===== src/sse_data_event_deframer_assert.svh =====
// Assertion macros shared by the SSE data event deframer modules.
`ifndef SSE_DATA_EVENT_DEFRAMER_ASSERT_SVH
`define SSE_DATA_EVENT_DEFRAMER_ASSERT_SVH

// Condition holds at every clock edge out of reset.
`define SDD_ASSERT_ALWAYS(label, clk, rst_n, cond) \
    label: assert property (@(posedge clk) disable iff (!rst_n) (cond)) \
        else $error("sdd assertion failed");

// Consequent holds in the cycle after the antecedent.
`define SDD_ASSERT_NEXT(label, clk, rst_n, ante, cons) \
    label: assert property (@(posedge clk) disable iff (!rst_n) (ante) |=> (cons)) \
        else $error("sdd assertion failed");

`endif


===== src/sdd_pkg.sv =====
// Types and constants for the SSE data event deframer.
`default_nettype none

package sdd_pkg;

    localparam logic [2:0] PH_START   = 3'd0;
    localparam logic [2:0] PH_COLON   = 3'd5;
    localparam logic [2:0] PH_PAYLOAD = 3'd6;
    localparam logic [2:0] PH_IGNORE  = 3'd7;

    localparam logic       CMD_BYTE = 1'b0;
    localparam logic       CMD_EOS  = 1'b1;

    localparam logic       KIND_BYTE = 1'b0;
    localparam logic       KIND_END  = 1'b1;

    localparam logic [7:0] CHAR_CR    = 8'h0D;
    localparam logic [7:0] CHAR_LF    = 8'h0A;
    localparam logic [7:0] CHAR_SPACE = 8'h20;
    localparam logic [7:0] CHAR_D     = 8'h64;

    typedef struct packed {
        logic       kind;
        logic [7:0] value;
        logic       last;
    } entry_t;

    typedef struct packed {
        logic [1:0]       cnt;
        entry_t [1:0]     ent;
    } res_t;

    // Expected byte of "data:" after that many bytes matched.
    function automatic logic [7:0] prefix_char(input logic [2:0] idx);
        logic [7:0] c;
        case (idx)
            3'd0:    c = 8'h64;
            3'd1:    c = 8'h61;
            3'd2:    c = 8'h74;
            3'd3:    c = 8'h61;
            3'd4:    c = 8'h3A;
            default: c = 8'h00;
        endcase
        return c;
    endfunction

endpackage

`default_nettype wire


===== src/sdd_parser.sv =====
// Line parser: tracks line phase and held CR, produces up to two results per request.
`default_nettype none

module sdd_parser (
    input  wire logic          clk,
    input  wire logic          rst_n,
    input  wire logic          step,
    input  wire logic          cmd,
    input  wire logic [7:0]    in_byte,
    output sdd_pkg::res_t      res
);
    import sdd_pkg::*;

    `include "sse_data_event_deframer_assert.svh"

    logic [2:0] phase_reg, phase_next;
    logic       cr_reg, cr_next;
    logic       have_reg, have_next;

    function automatic entry_t mk(input logic kind, input logic [7:0] value);
        entry_t e;
        e.kind  = kind;
        e.value = value;
        e.last  = 1'b0;
        return e;
    endfunction

    always_comb
    begin
        res        = '0;
        phase_next = phase_reg;
        cr_next    = cr_reg;
        have_next  = have_reg;
        if (cmd == CMD_EOS)
        begin
            if (have_reg)
            begin
                res.ent[0] = mk(KIND_END, 8'h00);
                res.cnt    = 2'd1;
            end
            phase_next = PH_START;
            cr_next    = 1'b0;
            have_next  = 1'b0;
        end
        else if (in_byte == CHAR_LF)
        begin
            if (phase_reg == PH_START && have_reg)
            begin
                res.ent[0] = mk(KIND_END, 8'h00);
                res.cnt    = 2'd1;
                have_next  = 1'b0;
            end
            phase_next = PH_START;
            cr_next    = 1'b0;
        end
        else
        begin
            case (phase_reg)
                PH_START:
                begin
                    if (cr_reg)
                    begin
                        cr_next    = 1'b0;
                        phase_next = PH_IGNORE;
                    end
                    else if (in_byte == CHAR_CR)
                        cr_next = 1'b1;
                    else if (in_byte == CHAR_D)
                        phase_next = 3'd1;
                    else
                        phase_next = PH_IGNORE;
                end
                PH_COLON:
                begin
                    phase_next = PH_PAYLOAD;
                    if (in_byte == CHAR_CR)
                        cr_next = 1'b1;
                    else if (in_byte != CHAR_SPACE)
                    begin
                        res.ent[0] = mk(KIND_BYTE, in_byte);
                        res.cnt    = 2'd1;
                    end
                end
                PH_PAYLOAD:
                begin
                    if (cr_reg)
                    begin
                        res.ent[0] = mk(KIND_BYTE, CHAR_CR);
                        if (in_byte == CHAR_CR)
                            res.cnt = 2'd1;
                        else
                        begin
                            cr_next    = 1'b0;
                            res.ent[1] = mk(KIND_BYTE, in_byte);
                            res.cnt    = 2'd2;
                        end
                    end
                    else if (in_byte == CHAR_CR)
                        cr_next = 1'b1;
                    else
                    begin
                        res.ent[0] = mk(KIND_BYTE, in_byte);
                        res.cnt    = 2'd1;
                    end
                end
                PH_IGNORE:
                    cr_next = 1'b0;
                default:
                begin
                    // matching "data:" prefix
                    if (in_byte == prefix_char(phase_reg))
                    begin
                        phase_next = phase_reg + 3'd1;
                        if (phase_reg == 3'd4)
                        begin
                            if (have_reg)
                            begin
                                res.ent[0] = mk(KIND_BYTE, CHAR_LF);
                                res.cnt    = 2'd1;
                            end
                            have_next = 1'b1;
                        end
                    end
                    else
                        phase_next = PH_IGNORE;
                end
            endcase
        end
        if (res.cnt == 2'd1)
            res.ent[0].last = 1'b1;
        else if (res.cnt == 2'd2)
            res.ent[1].last = 1'b1;
    end

    always_ff @(posedge clk or negedge rst_n)
    begin
        if (!rst_n)
        begin
            phase_reg <= PH_START;
            cr_reg    <= 1'b0;
            have_reg  <= 1'b0;
        end
        else if (step)
        begin
            phase_reg <= phase_next;
            cr_reg    <= cr_next;
            have_reg  <= have_next;
        end
    end

    `SDD_ASSERT_ALWAYS(a_cr_phase, clk, rst_n,
        !cr_reg || phase_reg == PH_START || phase_reg == PH_PAYLOAD)
    `SDD_ASSERT_NEXT(a_eos_reset, clk, rst_n, step && cmd == CMD_EOS,
        phase_reg == PH_START && !cr_reg && !have_reg)

endmodule

`default_nettype wire


===== src/sse_data_event_deframer.sv =====
// Accepted results are registered in the queue and offered after older results.
// Throughput: one request per cycle while results drain at one per cycle;
// a request that yields two results writes both into the queue together.
// Results wait in a four-entry queue; input is ready while it holds two or fewer.
// Reset (rst_n, async low) empties the queue and returns the parser to line start.
`default_nettype none

module sse_data_event_deframer (
    input  wire logic       clk,
    input  wire logic       rst_n,
    input  wire logic       in_valid,
    output logic            in_ready,
    input  wire logic       cmd,
    input  wire logic [7:0] in_byte,
    output logic            out_valid,
    input  wire logic       out_ready,
    output logic            out_kind,
    output logic [7:0]      out_byte,
    output logic            out_last
);
    import sdd_pkg::*;

    `include "sse_data_event_deframer_assert.svh"

    localparam int DEPTH = 4;

    res_t       res;
    logic       push;
    logic       pop;
    entry_t     q_mem [DEPTH];
    logic [1:0] wr_ptr_reg, rd_ptr_reg;
    logic [2:0] count_reg, count_next;
    logic [1:0] push_cnt;
    entry_t     head;

    assign in_ready = (count_reg <= 3'd2);
    assign push     = in_valid && in_ready;
    assign pop      = out_valid && out_ready;
    assign push_cnt = push ? res.cnt : 2'd0;

    sdd_parser u_parser (
        .clk     (clk),
        .rst_n   (rst_n),
        .step    (push),
        .cmd     (cmd),
        .in_byte (in_byte),
        .res     (res)
    );

    assign count_next = count_reg + {1'b0, push_cnt} - {2'b00, pop};

    always_ff @(posedge clk or negedge rst_n)
    begin
        if (!rst_n)
        begin
            wr_ptr_reg <= '0;
            rd_ptr_reg <= '0;
            count_reg  <= '0;
        end
        else
        begin
            wr_ptr_reg <= wr_ptr_reg + push_cnt;
            rd_ptr_reg <= rd_ptr_reg + {1'b0, pop};
            count_reg  <= count_next;
        end
    end

    always_ff @(posedge clk)
    begin
        if (push && res.cnt != 2'd0)
            q_mem[wr_ptr_reg] <= res.ent[0];
        if (push && res.cnt == 2'd2)
            q_mem[wr_ptr_reg + 2'd1] <= res.ent[1];
    end

    assign head      = q_mem[rd_ptr_reg];
    assign out_valid = (count_reg != 3'd0);
    assign out_kind  = head.kind;
    assign out_byte  = head.value;
    assign out_last  = head.last;

    `SDD_ASSERT_ALWAYS(a_count_bound, clk, rst_n, count_reg <= 3'(DEPTH))
    `SDD_ASSERT_ALWAYS(a_end_zero, clk, rst_n,
        !(out_valid && out_kind == KIND_END) || out_byte == 8'h00)

endmodule

`default_nettype wire


===== config.mk =====
export PLATFORM = sky130hd
export DESIGN_NAME = sse_data_event_deframer
export DESIGN_NICKNAME = d
export VERILOG_FILES = /design/src/sdd_pkg.sv /design/src/sdd_parser.sv /design/src/sse_data_event_deframer.sv
export VERILOG_INCLUDE_DIRS = /design/src /design/src/src
export SDC_FILE = /design/constraint.sdc
export NUM_CORES = 1
export LEC_CHECK = 0
export CAP_MARGIN = 10
export CELL_PAD_IN_SITES_DETAIL_PLACEMENT = 1
export CELL_PAD_IN_SITES_GLOBAL_PLACEMENT = 2
export CORE_AREA = 2 2 96 98
export DETAILED_ROUTE_END_ITERATION = 7
export DIE_AREA = 0 0 98 100
export DONT_BUFFER_PORTS = 1
export PLACE_DENSITY_LB_ADDON = 0.08
export SLEW_MARGIN = 10
export SYNTH_ARGS = -nofsm -noshare
export SYNTH_HDL_FRONTEND = slang
export SYNTH_HIERARCHICAL = 1
export SYNTH_SLANG_ARGS = --single-unit

===== constraint.sdc =====
create_clock -name clk -period 3.55 [get_ports clk]
set_clock_uncertainty 0.05 [all_clocks]
set_input_delay 0.5325 -clock clk [delete_from_list [all_inputs] [get_ports clk]]
set_output_delay 0.5325 -clock clk [all_outputs]
set_load 0.1 [all_outputs]

# Word-level counts from Yosys, hierarchy flattened
# Memory sizes are Yosys's and may differ from the RTL's.
# Index checks and enable logic that the tools add are counted.
word_totals:
  mem_bits_rw: 40
  wordCells: 110
  ff_bits: 12
  output_inout_bits: 12
  input_bits: 13
  memories: 1
memory_table:
  columns: ["name", "words", "width", "read_ports", "rd_ports_with_merged_regs", "wr", "line_no", "source"]
  rows:
  - ["q_mem", 4, 10, 1, 0, 2, "sse_data_event_deframer.sv:30", "entry_t q_mem [DEPTH];"]
op_classes:
  add_sub_neg: 6
  eq_ne: 19
  muxes: 59
  order_cmp: 1
  n_reduce_logical: 18
op_table:
  columns: ["op", "n"]
  rows:
  - ["$mux W10", 12]
  - ["$pmux W10 S3", 1]
  - ["$mux W8", 3]
  - ["$mux W1", 23]
  - ["$pmux W7 S3", 1]
  - ["$mux W3", 6]
  - ["$mux W9", 2]
  - ["$eq A8 B4 Y1 const B", 2]
  - ["$mux W2", 7]
  - ["$eq A3 B3 Y1 const B", 4]
  - ["$pmux W3 S3", 1]
  - ["$reduce_bool A3 Y1", 3]
  - ["$eq A8 B7 Y1 const B", 1]
  - ["$eq A8 B8 Y1", 1]
  - ["$ne A8 B6 Y1 const B", 1]
  - ["$eq A3 B2 Y1 const B", 2]
  - ["$ne A3 B1 Y1 const B", 2]
  - ["$pmux W2 S3", 1]
  - ["$reduce_and A3 Y1", 2]
  - ["$reduce_bool A6 Y1", 1]
  - ["$reduce_or A2 Y1", 3]
  - ["$logic_and A1 B1 Y1", 5]
  - ["$mux W5", 1]
  - ["$ne A5 B3 Y1 const B", 1]
  - ["other kinds (17)", 17]

# Logic depth before layout (Yosys ltp)
# Gate-level depths: netlist (run 1).
logic_depth:
  ltp_word: 15
  depth_mapped: 19
  depth_no_buf: 18

# Cells and area by module
# Netlist (run 1), hierarchy kept.
modules_own_cells:
  columns: ["module", "area_each_um2", "seq_area_each_um2", "cells_per_inst", "instances"]
  rows:
  - ["sse_data_event_deframer", 2448.6, 1376.3, 146, 1]
  - ["sdd_parser", 959.7, 125.1, 140, 1]

# Worst setup path before layout (run 1)
# No wires, ideal clock.
synth_path:
  kind: "flip-flop to flip-flop"
  startpoint: "register u_parser.phase_reg[1]"
  endpoint: "register count_reg[2]"
  required_time_ns: 3.420
  synth_period_minus_slack_ns: 3.702
  n_path_buf: 0
  setup_time_ns: 0.080
  t_arrival_ns: 3.572
  stages_incl_launch_ff: 17
  setup_slack_ns: -0.152
  path_cell_list: "dfrtp_1 > ha_1 > ha_1 > or3_1 > a211o_1 > a311oi_2 > a31oi_1 > o21ai_0 > nor2b_1 > and3_1 > inv_1 > ha_1 > inv_1 > ha_1 > fa_1 > xnor2_1 > xnor2_1"
synth_rtl:
  columns: ["item", "line_no", "source"]
  rows:
  - ["start, declared", "sdd_parser.sv:16", "logic [2:0] phase_reg, phase_next;"]
  - ["start signal, assigned", "sdd_parser.sv:145", "phase_reg <= phase_next;"]
  - ["end signal, assigned", "sse_data_event_deframer.sv:64", "count_reg <= count_next;"]
  - ["end, declared", "sse_data_event_deframer.sv:32", "logic [2:0] count_reg, count_next;"]

==> results.md, run 1 <==
* Most frequent cells in the layout: edfxtp_1, buf_4, mux2_2, mux2_4, nand2_1
* H-tree depth at 2
* Count of unique library cells instantiated by Yosys at 56
* XOR/XNOR Fraction of Synth Area at 0.0154
* Initial Util at 0.383
* Synth Area in Simple Gates at 0.177
* Hpwl dp at 6.37 mm
* Final Hold Viols at 0
* Final ANT Viol Nets at 0
* I/O pin cnt at 25
* Worst-path clk slew at 0.11 ns
* CP arrival at 3.75 ns
* Row count at 35
* CP Data Required Time at 3.71 ns
* F_max at 279 MHz
* Clock tree buffer depth at 2
* Worst Setup Start Kind: flip-flop
* Worst Max-Slew Pin Slew at 0.772 ns
* Failing checks: negative setup slack
* Vias in the first global route at 2578
* PortBufs at 0
* Compound-cell area share of the yosys netlist at 0.0778
* Crit Path Class: flip-flop to flip-flop
* Num CTS Buffers at 5
* Layout area overhead at 24.1%
* Number of synthesized flops with an enable pin at 40
* Max-slew violations at 0
* DRT iter0 DRCs at 65
* Post-route worst setup slack at -0.0365 ns
* Main synth FF type: edfxtp_1
* Synthesis Warnings at 6
* Post-Synth Adder-Cell Area at 0.0499
* Fin crit period at 3.59 ns
* Later-pin clock latency in the skew report at 0.31 ns
* Pre-antenna DRT Iters at 4
* Mean post-synth cell area at 11.9 sq um
* Hold Crit Depth at 2
* Die ar. at 9800 sq um
* HP Class: input port to flip-flop
* Chip height at 100 um
* Crit. End Element: flip-flop
* Tightest hold margin at 0.443 ns
* Final non-filler cell total at 435
* Drt wl/cell at 21.7 um
* Synthesized Nets at 312
* Via count at 2464
* Placed cells at 414
* CTS tree: yes
* R2R depth at 16
* Max Cap Viol at 0
* Setup violators final at 1
* Reg area at 1500 sq um
* Largest family of logic cells by synthesized area: multiplexers
* Sequential share of the synthesized area at 0.441
* DR DRC count at 0
* Routability cong. at 0.823
* Crit Reg-Reg Endpoint: count_reg[2]
* Peak supply drop at 0.285 mV
* Fill count at 927
* Total wire length at 9.43 mm
* Mapped cell area at 3410 sq um
* Mux share of post-synthesis cell area at 0.201
* Tcrit/Tclk final at 1.01
* Power Density at 745 nW/um^2
* First-pass GRT wire length at 14.0 mm
* Core area at 8890 sq um
* RR Startpoint: u_parser/phase_reg[1]
* Cell count after synthesis at 286
* R2r setup slk at -0.04 ns
* Pre-CTS WS at -0.144 ns
* Post-DP Area at 3730 sq um
* Post-synth ARST share at 0.231
* Status: finished with violations
* Root Driver: clkbuf_8
* Share of cells above drive strength 1 at 0.426
* Hold path startpoint: cmd
* Nets at 349
* Ant diodes at 0
* Multi-input logic area at 2110 sq um
* Die width at 98 um
* Worst hold endpoint: u_parser/have_reg
* Remaining Overflow, GRT at 0
* Largest net degree at the start of global routing at 19
* CP max FO at 4
* Post-synthesis register bit count at 52
* Slew headroom at 0.478
* Commonest non-fill, non-tap cell in the layout: edfxtp_1
* Initial antenna violation count at 0
* CTS sink count at 52
* Max FFs per register at 40
* Leak pwr at 0.00170 uW
* Vias per cell at 5.66
* Fin util at 0.476
* Finished Cell Area at 4230 sq um
* RSZ-0062 raised after global routing: yes
* Gr usage total at 0.185
==> worst max-delay path: stages, from the launching register on <==
cell and delay, ns:
dfrtp_2 0.46, ha_4 0.18, ha_4 0.16, or3_1 0.30, a211o_1 0.31, a311oi_4 0.27
a31oi_4 0.14, o21ai_2 0.15, nor2b_4 0.17, and3_4 0.19, inv_2 0.04, ha_4 0.25
inv_2 0.04, ha_4 0.15, fa_2 0.35, xnor2_2 0.15, xnor2_1 0.12
==> cell families (layout without fill, tap and decap cells) <==
family                   count (synthesis)  in the layout
flip-flops                              52             52
AND/OR/NAND/NOR                         95             99
multiplexers                            51             51
buffers and inverters                   26             60
adder cells (fa/ha/maj)                 13             13
AO/OA/AOI/OAI                           42             42
other                                    1              1
XOR/XNOR                                 6              6
==> Yosys cell counts, types with 3 or more instances <==
library cell | number | share of area
mux4_2 | 10 | 0.066
nor2b_1 | 7 | 0.013
mux2_1 | 12 | 0.040
nor2_1 | 15 | 0.017
mux2_2 | 28 | 0.093
and2_1 | 10 | 0.018
ha_1 | 12 | 0.044
a211oi_1 | 3 | 0.0066
a31oi_1 | 3 | 0.0055
nor3_1 | 6 | 0.0088
nand2_1 | 18 | 0.020
dfrtp_1 | 12 | 0.088
nand3_1 | 5 | 0.0073
xnor2_1 | 4 | 0.010
inv_1 | 14 | 0.015
edfxtp_1 | 40 | 0.35
a21oi_1 | 15 | 0.022
clkbuf_1 | 4 | 0.0044
o21ai_0 | 10 | 0.015
or3_1 | 3 | 0.0055
nand4_4 | 4 | 0.025
and3_1 | 8 | 0.015
==> routing by layer <==
metal / track usage / vias up / share of wire
met2: 0.331 / 53 / 0.51
met5: 0 / - / 0
met3: 0.0237 / 17 / 0.028
met4: 0.0577 / 0 / 0.024
li1: - / 1167 / -
met1: 0.234 / 1227 / 0.43
==> power by group <==
group | switching [uW] | leakage [uW] | internal, uW
Sequential | 143 | 0.000513 | 756
Combinational | 1220 | 0.00114 | 665
Clock | 227 | 0.0000463 | 146
Total | 1590 | 0.00170 | 1570
==> stage by stage <==
step | setup TNS, ns | total power, uW
3_3_place_gp | -0.0657 | 2510
5_1_grt | -3.16 | 3330
6_report | -0.0365 | 3150
4_1_cts | -0.137 | 2960
2_1_floorplan | 0 | 2150
3_5_place_dp | -0.144 | 2530
==> timing repair <==
action,4_1_cts,5_1_grt
pin swaps,5,14
endpoints found under the hold margin,12,0
setup buffers,3,3
hold buffers,1,0
cloned,0,6
resized for setup,10,52
setup endpoints to repair,1,52
==> final cells by class <==
class	instances	area share
Timing Repair Buffer	37	0.0772
Sequential cell	52	0.355
Clock inverter	3	0.00651
Tap cell	111	0.0328
Clock buffer	5	0.0163
Inverter	15	0.0139
Multi-Input combinational cell	212	0.498
==> worst max-delay path by stage <==
stage / from / depth (start not counted) / end / slack (ns)
floorplan: u_parser/phase_reg[1] / 16 / count_reg[2] / 0.00001
global placement: u_parser/phase_reg[1] / 16 / count_reg[2] / -0.07
detailed placement: u_parser/phase_reg[1] / 17 / count_reg[2] / -0.14
CTS: u_parser/phase_reg[0] / 16 / count_reg[2] / -0.14
global route: u_parser/phase_reg[1] / 16 / count_reg[2] / -0.15
finish: u_parser/phase_reg[1] / 16 / count_reg[2] / -0.04
No activity file was read; power rests on OpenSTA's default activity.
==> run 2: changes to the inputs <==
CTS_BUF_LIST = sky130_fd_sc_hd__clkbuf_8   (was default)
clock period = 3.95 ns   (was 3.55 ns; I/O delays follow)
==> results.md, run 2 (synthesized netlist as in run 1, its figures left out) <==
* Status: finished, final reports clean
* RSZ-0062 raised after global routing: no
* Vias per cell at 5.60
* DRT iter0 DRCs at 76
* Post-DP Area at 3590 sq um
* CP arrival at 3.95 ns
* Routability cong. at 0.826
* Drt wl/cell at 20.7 um
* Ant diodes at 0
* DR DRC count at 0
* Crit. End Element: flip-flop
* Initial antenna violation count at 0
* Max FFs per register at 40
* Gr usage total at 0.177
* Via count at 2300
* Clock tree buffer depth at 2
* Largest net degree at the start of global routing at 19
* Vias in the first global route at 2394
* Total wire length at 8.49 mm
* Pre-antenna DRT Iters at 4
* Finished Cell Area at 3790 sq um
* CTS tree: yes
* Core area at 8890 sq um
* Num CTS Buffers at 5
* Die width at 98 um
* I/O pin cnt at 25
* Fin util at 0.426
* Crit Path Class: flip-flop to flip-flop
* CP max FO at 5
* Hpwl dp at 6.21 mm
* H-tree depth at 2
* Slew headroom at 0.382
* Slowest stage delay, CP at 0.45 ns
* Tcrit/Tclk final at 0.951
* Later-pin clock latency in the skew report at 0.31 ns
* Die ar. at 9800 sq um
* Critical-path cell list: ha_2 > ha_4 > or3_1 > a211o_1 > a311oi_4 > a31oi_2 > o21ai_1 > nor2b_4 > and3_4 > inv_1 > ha_1 > inv_1 > ha_1 > fa_2 > xnor2_1 > xnor2_1
* CP Data Required Time at 4.14 ns
* Setup violators final at 0
* Power Density at 680 nW/um^2
* Final Hold Viols at 0
* Worst Max-Slew Pin Slew at 0.927 ns
* Chip height at 100 um
* Layout area overhead at 11.2%
* Share of cells above drive strength 1 at 0.273
* Fin crit period at 3.76 ns
* Total negative slack at 0 ns
* PortBufs at 0
* Worst Setup Start Kind: flip-flop
* Most frequent cells in the layout: edfxtp_1, mux2_2, nand2_1
* F_max at 266 MHz
* Commonest non-fill, non-tap cell in the layout: edfxtp_1
* Root Driver: clkbuf_8
* Leak pwr at 0.00145 uW
* HP Class: flip-flop to flip-flop
* Row count at 35
* Worst-path clk slew at 0.10 ns
* Nets at 325
* Critical path's slowest cell: dfrtp_2
* Max Cap Viol at 0
* Max-slew violations at 0
* Initial Util at 0.383
* Remaining Overflow, GRT at 0
* Peak supply drop at 0.231 mV
* CTS sink count at 52
* First-pass GRT wire length at 13.3 mm
* Final ANT Viol Nets at 0
==> run 2: final cells by class <==
class	instances	area, sq um
fillers	990	5100
multi-input cells	208	1830
flip-flops and latches	52	1500
repair buffers	17	143
well taps	111	139
clock buffers	5	68.8
inverters	15	58.8
clock inverters	3	46.3
==> run 2: metrics by stage <==
stage	setup slack (ns)	cells	hold slack, ns	total power, uW
after global placement	0.176	399	0.247	2160
final	0.194	411	0.501	2580
after CTS	0.00738	408	0.489	2570
after global routing	0.00802	411	0.503	2720
after detailed placement	0.0244	399	0.247	2160
after floorplan	0.248	286	0.247	1930
==> run 2: layer usage <==
layer	vias up	track usage	wire length [um]
met5	-	0	0
met1	1172	0.228	3960
li1	1102	-	-
met3	4	0.0244	182
met2	22	0.320	4290
met4	0	0.0353	54
==> run 2: path summary, 6_finish.rpt <==
check	slack, ns	from	end	cells after the start
min	0.50	count_reg[2]	count_reg[2]	1
max in group asynchronous	2.68	rst_n	u_parser/phase_reg[1]	1
max	0.19	u_parser/phase_reg[1]	count_reg[2]	16
min in group asynchronous	0.70	rst_n	rd_ptr_reg[0]	1
max reg2reg	0.19	u_parser/phase_reg[1]	count_reg[2]	16
min reg2reg	0.50	count_reg[2]	count_reg[2]	1
==> run 2: what timing repair did <==
action | in CTS | in global routing
hold endpoints to repair | 12 | 0
gates cloned | 0 | 0
resized for setup | 2 | 9
pin swaps | 0 | 5
hold buffers | 1 | 0
setup buffers | 0 | 3
setup endpoints to repair | 1 | 1
==> run 2: worst max-delay path, delay by kind of cell, from the launching register on <==
kind	cells	cell delay, ns
buffers and inverters	2	0.08
AO/OA/AOI/OAI	4	0.96
AND/OR/NAND/NOR	3	0.65
adder cells (fa/ha/maj)	5	1.16
flip-flops	1	0.45
XOR/XNOR	2	0.31
==> run 2: where the power goes <==
| part | leakage (uW) | internal [uW] | switching (uW) |
|---|---|---|---|
| Sequential | 0.000513 | 679 | 117 |
| Clock | 0.0000548 | 191 | 198 |
| Combinational | 0.000880 | 422 | 970 |
==> run 3: changes to the inputs <==
clock period = 4.6 ns   (was 3.95 ns; I/O delays follow)
==> results.md, run 3 (synthesized netlist as in run 1, its figures left out) <==
* Crit Reg-Reg Endpoint: count_reg[2]
* Share of cells above drive strength 1 at 0.226
* Slew headroom at 0.382
* Via count at 2235
* Most frequent cells in the layout: edfxtp_1, mux2_2, nand2_1
* RSZ-0062 raised after global routing: no
* Hold path startpoint: count_reg[2]
* Row count at 35
* CTS sink count at 52
* Leak pwr at 0.00139 uW
* R2R depth at 16
* Chip height at 100 um
* Pre-antenna DRT Iters at 4
* Nets at 317
* Initial Util at 0.383
* Fill count at 974
* Routability cong. at 0.785
* Clock tree buffer depth at 2
* Max FFs per register at 40
* Drt wl/cell at 21.3 um
* F_max at 244 MHz
* Later-pin clock latency in the skew report at 0.31 ns
* Initial antenna violation count at 0
* Total wire length at 8.58 mm
* I/O pin cnt at 25
* Commonest non-fill, non-tap cell in the layout: edfxtp_1
* Hold Crit Depth at 1
* Largest net degree at the start of global routing at 19
* Crit Path Class: flip-flop to flip-flop
* Core area at 8890 sq um
* Layout area overhead at 7.16%
* Max-slew violations at 0
* Num CTS Buffers at 5
* Final ANT Viol Nets at 0
* Max Cap Viol at 0
* DR DRC count at 0
* Die width at 98 um
* RR Startpoint: u_parser/phase_reg[1]
* CP arrival at 4.29 ns
* CP max FO at 6
* CTS tree: yes
* CP Data Required Time at 4.79 ns
* Post-CTS Setup Bufs at 0
* Post-CTS Resized at 0
* Status: finished, final reports clean
* Worst Max-Slew Pin Slew at 0.927 ns
* Peak supply drop at 0.288 mV
* Power Density at 577 nW/um^2
* Tightest hold margin at 0.507 ns
* Vias in the first global route at 2381
* Final Hold Viols at 0
* Die ar. at 9800 sq um
* PortBufs at 0
* Setup violators final at 0
* Worst-path clk slew at 0.11 ns
* DRT iter0 DRCs at 69
* Vias per cell at 5.55
* Hpwl dp at 6.09 mm
* Crit. End Element: flip-flop
* Ant diodes at 0
* Worst Setup Start Kind: flip-flop
* Root Driver: clkbuf_8
* Fin crit period at 4.10 ns
* Pre-CTS WS at 0.484 ns
* Total negative slack at 0 ns
* Remaining Overflow, GRT at 0
* H-tree depth at 2
* R2r setup slk at 0.50 ns
* Post-route worst setup slack at 0.499 ns
* Tcrit/Tclk final at 0.892
* HP Class: flip-flop to flip-flop
* First-pass GRT wire length at 13.5 mm
* Worst hold endpoint: count_reg[2]
* Gr usage total at 0.180
-- run 3: changes by cell type in the layout (fill, tap and decap cells not counted), sizes merged --
| cell | before | now |
|---|---|---|
| clkinv | 0 | 1 |
| buf | 16 | 7 |
| bufinv | 1 | 0 |
| dlygate4sd3 | 1 | 2 |
-- run 3: layer usage --
layer  global-route usage  vias to the layer above  wire length [um]  part of all wire
li1                     -                     1083                 -                 -
met1                0.230                     1135              3950              0.46
met2                0.330                       15              4450              0.52
met3               0.0265                        2               140             0.016
met4               0.0288                        0                40            0.0047
met5                    0                        -                 0                 0
-- run 3: how the worst max path moves through the flow --
stage,from,endpoint,slack (ns)
2_1_floorplan,in_byte[6],count_reg[2],0.82
3_3_place_gp,u_parser/phase_reg[1],count_reg[2],0.61
3_5_place_dp,u_parser/phase_reg[1],count_reg[2],0.48
4_1_cts,u_parser/phase_reg[1],count_reg[2],0.44
5_1_grt,u_parser/phase_reg[0],count_reg[2],0.10
6_report,u_parser/phase_reg[1],count_reg[2],0.50
-- run 3: power by group --
| part | internal [uW] | leakage (uW) | switching [uW] |
|---|---|---|---|
| registers | 582 | 0.000514 | 105 |
| logic | 314 | 0.000830 | 820 |
| clock network | 112 | 0.0000463 | 176 |
-- run 3: repair_timing --
action                                 CTS  global route
endpoints found under the hold margin    9             0
hold buffers                             2             0
setup endpoints to repair                0             0
-- run 3: per-stage QoR --
stage / util / power (uW) / instances / instance area, sq um
floorplan: - / 1660 / 286 / 3410
CTS: 0.411 / 2140 / 403 / 3650
global route: 0.411 / 2230 / 403 / 3650
finish: 0.411 / 2110 / 403 / 3650
global placement: 0.398 / 1840 / 393 / 3540
detailed placement: 0.398 / 1840 / 393 / 3540
-- run 3: worst max-delay path, stage by stage, from the launching register on --
cell and delay, ns:
dfrtp_1 0.46, ha_1 0.22, ha_1 0.24, or3_1 0.32
a211o_1 0.24, a311oi_2 0.25, a31oi_1 0.19, o21ai_0 0.23
nor2b_1 0.36, and3_1 0.24, inv_1 0.05, ha_1 0.26
inv_1 0.04, ha_1 0.18, fa_1 0.38, xnor2_1 0.19
xnor2_1 0.14
-- run 3: layout make-up --
type	instances	area, sq um	share of cell area
repair buffers	9	72.6	0.0199
clock inverters	3	27.5	0.00754
flip-flops and latches	52	1500	0.411
multi-input cells	208	1780	0.489
well taps	111	139	0.0380
inverters	15	58.8	0.0161
clock buffers	5	68.8	0.0188
